File: src/tun_pkg.sv
`timescale 1ns / 1ps
`default_nettype none

package tun_pkg;

	localparam int FIELD_W    = 24;
	localparam int OUT_W      = 16;
	localparam int SCALE_BITS = 15;
	localparam int QUEUE_DEPTH = 4;

	typedef logic signed [FIELD_W-1:0] coord_t;
	typedef logic signed [OUT_W-1:0]   comp_t;

	// normal given for a zero-area face
	localparam comp_t DEGEN_VALUE = 16'sd18919;
	localparam comp_t NEG_FULL    = 16'sh8000;

endpackage

`default_nettype wire

File: src/tun_fifo.sv
`timescale 1ns / 1ps
`default_nettype none

module tun_fifo #(
	parameter int WIDTH = 8,
	parameter int DEPTH = tun_pkg::QUEUE_DEPTH
) (
	input  logic             clk,
	input  logic             arst_n,
	input  logic             push,
	input  logic [WIDTH-1:0] wdata,
	output logic             full,
	input  logic             pop,
	output logic             valid,
	output logic [WIDTH-1:0] rdata
);

	localparam int PW = (DEPTH > 1) ? $clog2(DEPTH) : 1;
	localparam int CW = $clog2(DEPTH + 1);

	logic [WIDTH-1:0] mem_q [DEPTH];
	logic [PW-1:0]    wptr_q, rptr_q;
	logic [CW-1:0]    cnt_q;
	logic             do_push, do_pop;

	assign full    = (cnt_q == CW'(DEPTH));
	assign valid   = (cnt_q != '0);
	assign do_push = push && !full;
	assign do_pop  = pop && valid;
	assign rdata   = mem_q[rptr_q];

	always_ff @(posedge clk or negedge arst_n) begin
		if (!arst_n) begin
			wptr_q <= '0;
			rptr_q <= '0;
			cnt_q  <= '0;
		end else begin
			if (do_push)
				wptr_q <= (wptr_q == PW'(DEPTH - 1)) ? '0 : wptr_q + 1'b1;
			if (do_pop)
				rptr_q <= (rptr_q == PW'(DEPTH - 1)) ? '0 : rptr_q + 1'b1;
			if (do_push && !do_pop)
				cnt_q <= cnt_q + 1'b1;
			else if (do_pop && !do_push)
				cnt_q <= cnt_q - 1'b1;
		end
	end

	always_ff @(posedge clk) begin
		if (do_push)
			mem_q[wptr_q] <= wdata;
	end

	assert property (@(posedge clk) disable iff (!arst_n) cnt_q <= CW'(DEPTH))
		else $error("queue count beyond depth");
	assert property (@(posedge clk) disable iff (!arst_n)
		(push && full && !do_pop) |=> (cnt_q == CW'(DEPTH)))
		else $error("queue lost its fill while full");
	assert property (@(posedge clk) disable iff (!arst_n)
		(do_push && !do_pop) |=> (cnt_q == $past(cnt_q) + 1'b1))
		else $error("queue count missed a push");

endmodule

`default_nettype wire

File: config.mk
export PLATFORM = sky130hd
export DESIGN_NAME = tun_fifo
export DESIGN_NICKNAME = d
export VERILOG_FILES = /design/src/tun_pkg.sv /design/src/tun_fifo.sv
export SDC_FILE = /design/constraint.sdc
export NUM_CORES = 1
export LEC_CHECK = 0
export ABC_AREA = 0
export BUFFER_PORTS_ARGS = -buffer_cell sky130_fd_sc_hd__buf_2
export CAP_MARGIN = 30
export CORE_MARGIN = 2
export CORE_UTILIZATION = 51
export DETAILED_ROUTE_END_ITERATION = 8
export HOLD_SLACK_MARGIN = 0.03
export PLACE_DENSITY = 0.73
export SYNTH_ARGS = -nofsm -noshare
export SYNTH_HDL_FRONTEND = slang
export SYNTH_SLANG_ARGS = --single-unit
File: constraint.sdc
create_clock -name clk -period 2.6 [get_ports clk]
set_input_delay 0.39 -clock clk [delete_from_list [all_inputs] [get_ports clk]]
set_output_delay 0.39 -clock clk [all_outputs]
set_load 0.05 [all_outputs]
# Word level (Yosys, flattened, before mapping)
# Memory sizes are Yosys's and may differ from the RTL's.
# Cells that the tools add are included.
# Widths: inputs -> output; s select.
[totals]
latch_bits = 0
in_bits = 12
output_inout_bits = 10
word_cells = 26
ram_bits = 32
mem_count = 1
reg_bits = 7
mem_bits_ro = 0
[classes]
shifts = 0
reduce_logical = 9
magnitude_cmp = 0
n_mux = 6
bitwise_logic = 0
n_eq_ne = 3
mul = 0
div = 0
addsub = 4
[memory_table]
columns = ["memory", "depth", "width", "read_ports", "rd_ports_with_merged_regs", "write_ports", "line", "source"]
rows = [
  ["mem_q", 4, 8, 1, 0, 1, "tun_fifo.sv:21", "logic [WIDTH-1:0] mem_q [DEPTH];"],
]
[op_table]
columns = ["operator", "count"]
rows = [
  ["$mux 3", 2],
  ["$add 2x1->2 const B", 2],
  ["$eq 2x2->1 const B", 2],
  ["$logic_and 1x1->1", 4],
  ["$mux 2", 2],
  ["$add 3x1->3 const B", 1],
  ["$eq 3x3->1 const B", 1],
  ["$logic_not 1->1", 3],
  ["$reduce_bool 3->1", 1],
  ["$sub 3x1->3 const B", 1],
  ["$mux 1", 2],
  ["$reduce_bool 2->1", 1],
]

# Logic depth before layout (Yosys ltp)
# Gate-level depths: netlist of run 1.
[logic_depth]
depth_word = 7
ltp_mapped = 8
ltp_nobuf = 8

# Worst setup path before layout of run 1
# No wires, ideal clock.
[synth_path]
path_type = "reg-to-reg"
from = "register cnt_q[0]"
to = "register cnt_q[1]"
stages_incl_launch_ff = 7
n_path_buf = 0
slack_ns = 0.371
arrival_time_ns = 2.105
required_ns = 2.475
setup_ns = 0.125
synth_period_minus_slack_ns = 2.229
cell_sequence = "dfrtp_1 nor3b_4 nor2b_2 ha_1 inv_1 fa_1 mux2_2"
[synth_via]
elab_chain_cells = 6
word_cells_on_any_way = 14
cone_classes = "2 x add/sub; 1 x eq/ne; 2 x mux; 9 x reduce/logical"
[synth_rtl]
columns = ["item", "line", "source"]
rows = [
  ["from (decl)", "tun_fifo.sv:23", "logic [CW-1:0] cnt_q;"],
  ["from (signal assigned)", "tun_fifo.sv:43", "cnt_q <= cnt_q + 1'b1;"],
  ["from (signal assigned)", "tun_fifo.sv:45", "cnt_q <= cnt_q - 1'b1;"],
  ["$eq 3x3->1 (*)", "tun_fifo.sv:26", "assign full = (cnt_q == CW'(DEPTH));"],
  ["via full", "tun_fifo.sv:12", "output logic full,"],
  ["$logic_not 1->1 (*)", "tun_fifo.sv:28", "assign do_push = push && !full;"],
  ["$logic_and 1x1->1 (*)", "tun_fifo.sv:28", ""],
  ["via do_push", "tun_fifo.sv:24", "logic do_push, do_pop;"],
  ["$logic_not 1->1", "tun_fifo.sv:44", "else if (do_pop && !do_push)"],
  ["$logic_and 1x1->1", "tun_fifo.sv:44", ""],
  ["$reduce_bool 2->1 (no source line)", "-", ""],
]
# Mark *: on every way through the listed nets, which the timed path passes. The rest lies on a longest branch. The select of a mux whose other input is x is not followed.
# A chain may end at the register's enable or synchronous reset.

# Final worst setup path of run 1
[layout_path]
from = "register rptr_q[0]"
to = "output rdata[1]"
[layout_via]
elab_chain_cells = 1
[layout_rtl]
columns = ["item", "line", "source"]
rows = [
  ["from (decl)", "tun_fifo.sv:22", "logic [PW-1:0] wptr_q, rptr_q;"],
  ["from (signal assigned)", "tun_fifo.sv:41", "rptr_q <= (rptr_q == PW'(DEPTH - 1)) ? '0 : rptr_q + 1'b1;"],
  ["$mem_v2 4x8", "-", ""],
  ["to (decl)", "tun_fifo.sv:15", "output logic [WIDTH-1:0] rdata"],
]
# No other way between the ends.

==> results of run 1 <==
==> metrics by stage <==
step | area (µm²) | hold WS (ns)
after floorplan | 1610 | 0.0944
after global placement | 1770 | 0.233
after detailed placement | 1770 | 0.238
after CTS | 1830 | 0.246
after global routing | 1830 | 0.241
final | 1830 | 0.268
==> metal layers <==
metal / global-route usage / part of all wire
met5: 0 / 0
met4: 0.0667 / 0.021
met3: 0.0649 / 0.055
met2: 0.253 / 0.55
met1: 0.170 / 0.38
==> how the worst min path moves through the flow <==
stage / depth (start not counted) / endpoint / from
final: 1 / mem_q[1][4]$_DFFE_PP_ / wdata[4]
after global routing: 1 / mem_q[2][1]$_DFFE_PP_ / wdata[1]
after CTS: 1 / mem_q[3][1]$_DFFE_PP_ / wdata[1]
after detailed placement: 1 / cnt_q[1]$_DFFE_PN0P_ / arst_n
after global placement: 1 / cnt_q[1]$_DFFE_PN0P_ / arst_n
after floorplan: 0 / cnt_q[0]$_DFFE_PN0P_ / arst_n
==> synth_stat cells (2+ instances only) <==
library cell  number
ha_1               6
mux2_2             3
xor2_1             2
mux4_2             8
dfrtp_1            7
edfxtp_1          32
nor2_1             4
mux2_4             2
and2_1             3
inv_1              3
==> power by group <==
part	total (W)	switching, W	internal, W
logic	0.000943	0.000574	0.000369
registers	0.000991	0.000147	0.000844
clock network	0.000281	0.000179	0.000102
==> area by class of cell <==
class                           count  area share
Sequential cell                    39       0.621
Inverter                            3     0.00616
Timing Repair Buffer               23      0.0671
Tap cell                           44      0.0301
Multi-Input combinational cell     35       0.248
Clock buffer                        6      0.0226
Clock inverter                      2     0.00479
==> cell families (layout without fill, tap and decap cells) <==
family	Yosys count	count (layout)	share of synthesized area
adder cells (fa/ha/maj)	7	7	0.0591
multiplexers	13	13	0.152
AND/OR/NAND/NOR	12	12	0.0544
XOR/XNOR	3	3	0.0163
flip-flops	39	39	0.706
buffers and inverters	5	34	0.0124
==> registers in the layout, summed over array words and instances, names as in the netlist <==
signal  cells
cnt_q       3
rptr_q      2
mem_q      32
wptr_q      2
==> worst max-delay path: cells and delay by family, from the launching register on <==
family / cells / cell delay, ns
DFF: 1 / 0.74
muxes: 1 / 0.57
buffers and inverters: 1 / 0.23
==> flow_summary.toml, run 1 <==
[run_status]
outcome = "finished, final reports clean"

[floorplan]
io_pins = 22
core_area_um2 = 3030
die_h_um = 60.2
dieArea_um2 = 3620
initial_core_util = 0.531
num_rows = 20
die_w_um = 60.2

[cts]
htreeDepth = 2
root_buffer = "clkbuf_4"
clk_latency_ns = 0.34
cts.path.max_buffers = 2
ctsResizeCount = 0
cts_num_sinks = 39
cts_inserted_buffers = 5
clkTransAtPathRegs_ns = 0.10
post-cts-setup-buffer-count = 0
tritoncts = "built"
hold_buffers = 1

[yosys]
syn_area_per_cell_um2 = 20.4
ys_seq_area_frac = 0.706
syn_inst = 79
ys_types = 19
syn_area_um2 = 1610
synth-warning-count = 0
synth-edff-count = 32
synthFlopType = "edfxtp_1"
syn-num-nets = 98
synth.area.top_cells = "edfxtp_1, mux4_2, dfrtp_1"
async_reset_ff_frac = 0.179
synth.largest_area_cell = "edfxtp_1"
ys_ff_latch = 39
yosysTopAreaCellShare = 0.597

[placement]
place_inst = 143
place_ws_ns = 0.496
place_congestion = 0.710
place_hpwl_mm = 1.58
portBuffers = 21

[layout]
diodes = 0
fin_util = 0.604
layout_common_cells = "edfxtp_1, buf_2, mux4_2"
drive_above_1_share = 0.417
multi_input_area_um2 = 453
regArea_um2 = 1140
nFillCells = 237
layout_commonest_cell = "edfxtp_1"
area_growth_pct = 13.6
finalNetCount = 126
stdcell_count = 152

[timing]
setup_tns_ns = 0
fmax_ghz = 0.440
period_needed_ns = 2.27
worstMarginPinSlew_ns = 0.607
min_period_over_period = 0.874
finalClockSkew_ns = 0.00920
setup_viol = 0
maxSlewHeadroom = 0.595
drv_slew = 0
hold_violations = 0
fin_ws_ns = 0.329
grt_setup_unrepaired = "false"

[global_routing]
antenna_found_initial = 0
grt_max_degree = 13
grt_pass1_wl_mm = 3.70
grt.overflow.total = 0
grt_pass1_vias = 780
grt_usage = 0.152

[critical_path]
cp-end-kind = "output port"
timing.rr.end = "cnt_q[2]$_DFFE_PN0P_"
cp-endpoint = "rdata[1]"
r2r-start = "cnt_q[0]$_DFFE_PN0P_"
arrival_ns = 1.88
crit_required_ns = 2.21
cp_cell_sequence = "mux4_2 > buf_2"
crit_path_start_kind = "register"
cp_slowest_cell = "dfrtp_1"
crit_fanout = 11
slowest_delay_ns = 0.74
cp-startpoint = "rptr_q[0]$_DFFE_PN0P_"
ff2ff_setup_slack_ns = 0.48
rr_worst_depth = 8
path_class = "register to output port"

[drt]
routed_wirelength_mm = 2.34
drt-pass1-iter-count = 3
drt_iter0_drc = 21
viasPerCell = 5.07
drc = 0
via_count = 771
antenna_left = 0
wire_per_inst_um = 15.4

[pwr]
p_per_area_nw_per_um2 = 1210
leakage_nw = 0.691
finalPower_w = 0.00222
vdd_drop_max_v = 0.000663

[worst_hold_path]
min_path_type = "input port to register"

[flow_run]
cap_violations = 0
Note: power is estimated with default switching activity, not from simulation.
==> run 2, diff against run 1 <==
--- a/config.mk
+++ b/config.mk
@@ -12,6 +12,7 @@
 export CORE_UTILIZATION = 51
 export DETAILED_ROUTE_END_ITERATION = 8
-export HOLD_SLACK_MARGIN = 0.03
+export HOLD_SLACK_MARGIN = 0.15
 export PLACE_DENSITY = 0.73
+export RECOVER_POWER = 25
 export SYNTH_ARGS = -nofsm -noshare
 export SYNTH_HDL_FRONTEND = slang
==> constraint.sdc (replaced) <==
create_clock -name clk -period 2.6 [get_ports clk]
set_input_delay 0.39 -clock clk [delete_from_list [all_inputs] [get_ports clk]]
set_output_delay 0.39 -clock clk [all_outputs]
set_load 0.1 [all_outputs]
==> run 2 against run 1 <==
  * Via count decreased by 1.3%
  * Utilization is 1.0 points higher
  * Sequential share of layout area down 1.0 points
  * Clock skew shrank 0.0027 ns
  * Global-route usage rose by 0.12 points
  * Flip-flop and latch count unchanged
  * Count of clock-buffer cells in the layout is the same
  * Die area stayed put
  * Final cell count unchanged
  * Fmax down 3.4%
  * Hold slack better by 0.013 ns
  * First-iteration DRC count is 48% lower
==> flow_summary.toml, run 2 (synthesis gave the netlist of run 1 again) <==
[floorplan]
initial_core_util = 0.531
num_rows = 20
die_h_um = 60.2
io_pins = 22
core_area_um2 = 3030
dieArea_um2 = 3620
die_w_um = 60.2

[placement]
place_congestion = 0.795
portBuffers = 21
place_ws_ns = 0.470
place_hpwl_mm = 1.58
place_area_um2 = 1770

[cts]
tritoncts = "built"
cts_inserted_buffers = 5
htreeDepth = 2
post-cts-setup-buffer-count = 0
clkTransAtPathRegs_ns = 0.10
cts_num_sinks = 39
clk_latency_ns = 0.33
cts.path.max_buffers = 2
root_buffer = "clkbuf_4"

[critical_path]
slowest_delay_ns = 0.75
cp_slowest_cell = "dfrtp_1"
crit_path_start_kind = "register"
crit_required_ns = 2.21
cp_cell_sequence = "mux4_2 > buf_2"
cp-end-kind = "output port"
arrival_ns = 1.96
crit_fanout = 11
path_class = "register to output port"
ff2ff_setup_slack_ns = 0.47

[layout]
diodes = 0
layout_commonest_cell = "edfxtp_1"
regMostFlops = "mem_q"
drive_above_1_share = 0.389
largest_reg_flops = 32
area_growth_pct = 15.6
finalNetCount = 126
reg_top3 = "mem_q (32), cnt_q (3)"
postLayoutCellArea_um2 = 1860
layout_common_cells = "edfxtp_1, buf_2, mux4_2"

[drt]
drt-pass1-iter-count = 4
drc = 0
routed_wirelength_mm = 2.30
drt_iter0_drc = 11
viasPerCell = 5.01
wire_per_inst_um = 15.1
via_count = 761
antenna_left = 0

[global_routing]
grt_pass1_vias = 769
grt_max_degree = 13
grt_pass1_wl_mm = 3.69
grt_usage = 0.154
antenna_found_initial = 0
grt.overflow.total = 0

[timing]
fin_ws_ns = 0.248
setup_tns_ns = 0
grt_setup_unrepaired = "false"
setup_viol = 0
fmax_ghz = 0.425
hold_violations = 0
drv_slew = 0
maxSlewHeadroom = 0.586
period_needed_ns = 2.35
worstMarginPinSlew_ns = 0.621
finalClockSkew_ns = 0.00650
min_period_over_period = 0.904

[flow_run]
cap_violations = 0

[worst_hold_path]
min_path_type = "input port to register"

[run_status]
outcome = "finished, final reports clean"
## run 2: critical path, delay by kind of cell (launching register included)
| kind | cells | cell delay [ns] |
|---|---|---|
| buffers and inverters | 1 | 0.31 |
| DFF | 1 | 0.75 |
| muxes | 1 | 0.57 |
## run 2: repair_timing
| action | CTS | global route |
|---|---|---|
| resized for setup | 0 | 0 |
| endpoints found under the hold margin | 7 | 0 |
| hold buffers | 1 | 0 |
| endpoints found under the setup margin | 0 | 0 |
## run 2: layout make-up
cell class                 count  area, µm²
fill                         235       1170
sequential                    39       1140
multi-input combinational     35        455
timing repair buffer          23        115
tap                           44       55.1
clock buffer                   6       51.3
clock inverter                 2       35.0
inverter                       3       11.3
## run 2: worst paths after layout
path | startpoint | endpoint | cells past startpoint
worst max-delay path | rptr_q[0]$_DFFE_PN0P_ | rdata[6] | 2
worst min-delay path | wdata[2] | mem_q[2][2]$_DFFE_PP_ | 1
worst max register to register | cnt_q[0]$_DFFE_PN0P_ | cnt_q[2]$_DFFE_PN0P_ | 8
worst min register to register | cnt_q[2]$_DFFE_PN0P_ | cnt_q[2]$_DFFE_PN0P_ | 1
max in group asynchronous | arst_n | rptr_q[1]$_DFFE_PN0P_ | 2
min in group asynchronous | arst_n | cnt_q[2]$_DFFE_PN0P_ | 2
## run 2: through the flow
| step | instances | util | hold slack, ns |
|---|---|---|---|
| after detailed placement | 143 | 0.585 | 0.237 |
| after floorplan | 79 | - | 0.0944 |
| after global placement | 143 | 0.585 | 0.230 |
| after global routing | 152 | 0.614 | 0.261 |
| final | 152 | 0.614 | 0.282 |
| after CTS | 152 | 0.617 | 0.245 |
## run 2: layer usage
metal  vias up  part of all wire  GRT usage
met1       379              0.45      0.180
met3         4             0.039     0.0476
met5         -                 0          0
li1        360                 -          -
met4         0             0.018     0.0952
met2        18              0.50      0.245
Power of run 2 is left out: the tool's default activity adds up to more than one toggle a clock period on the data nets, which glitch-free logic cannot reach.
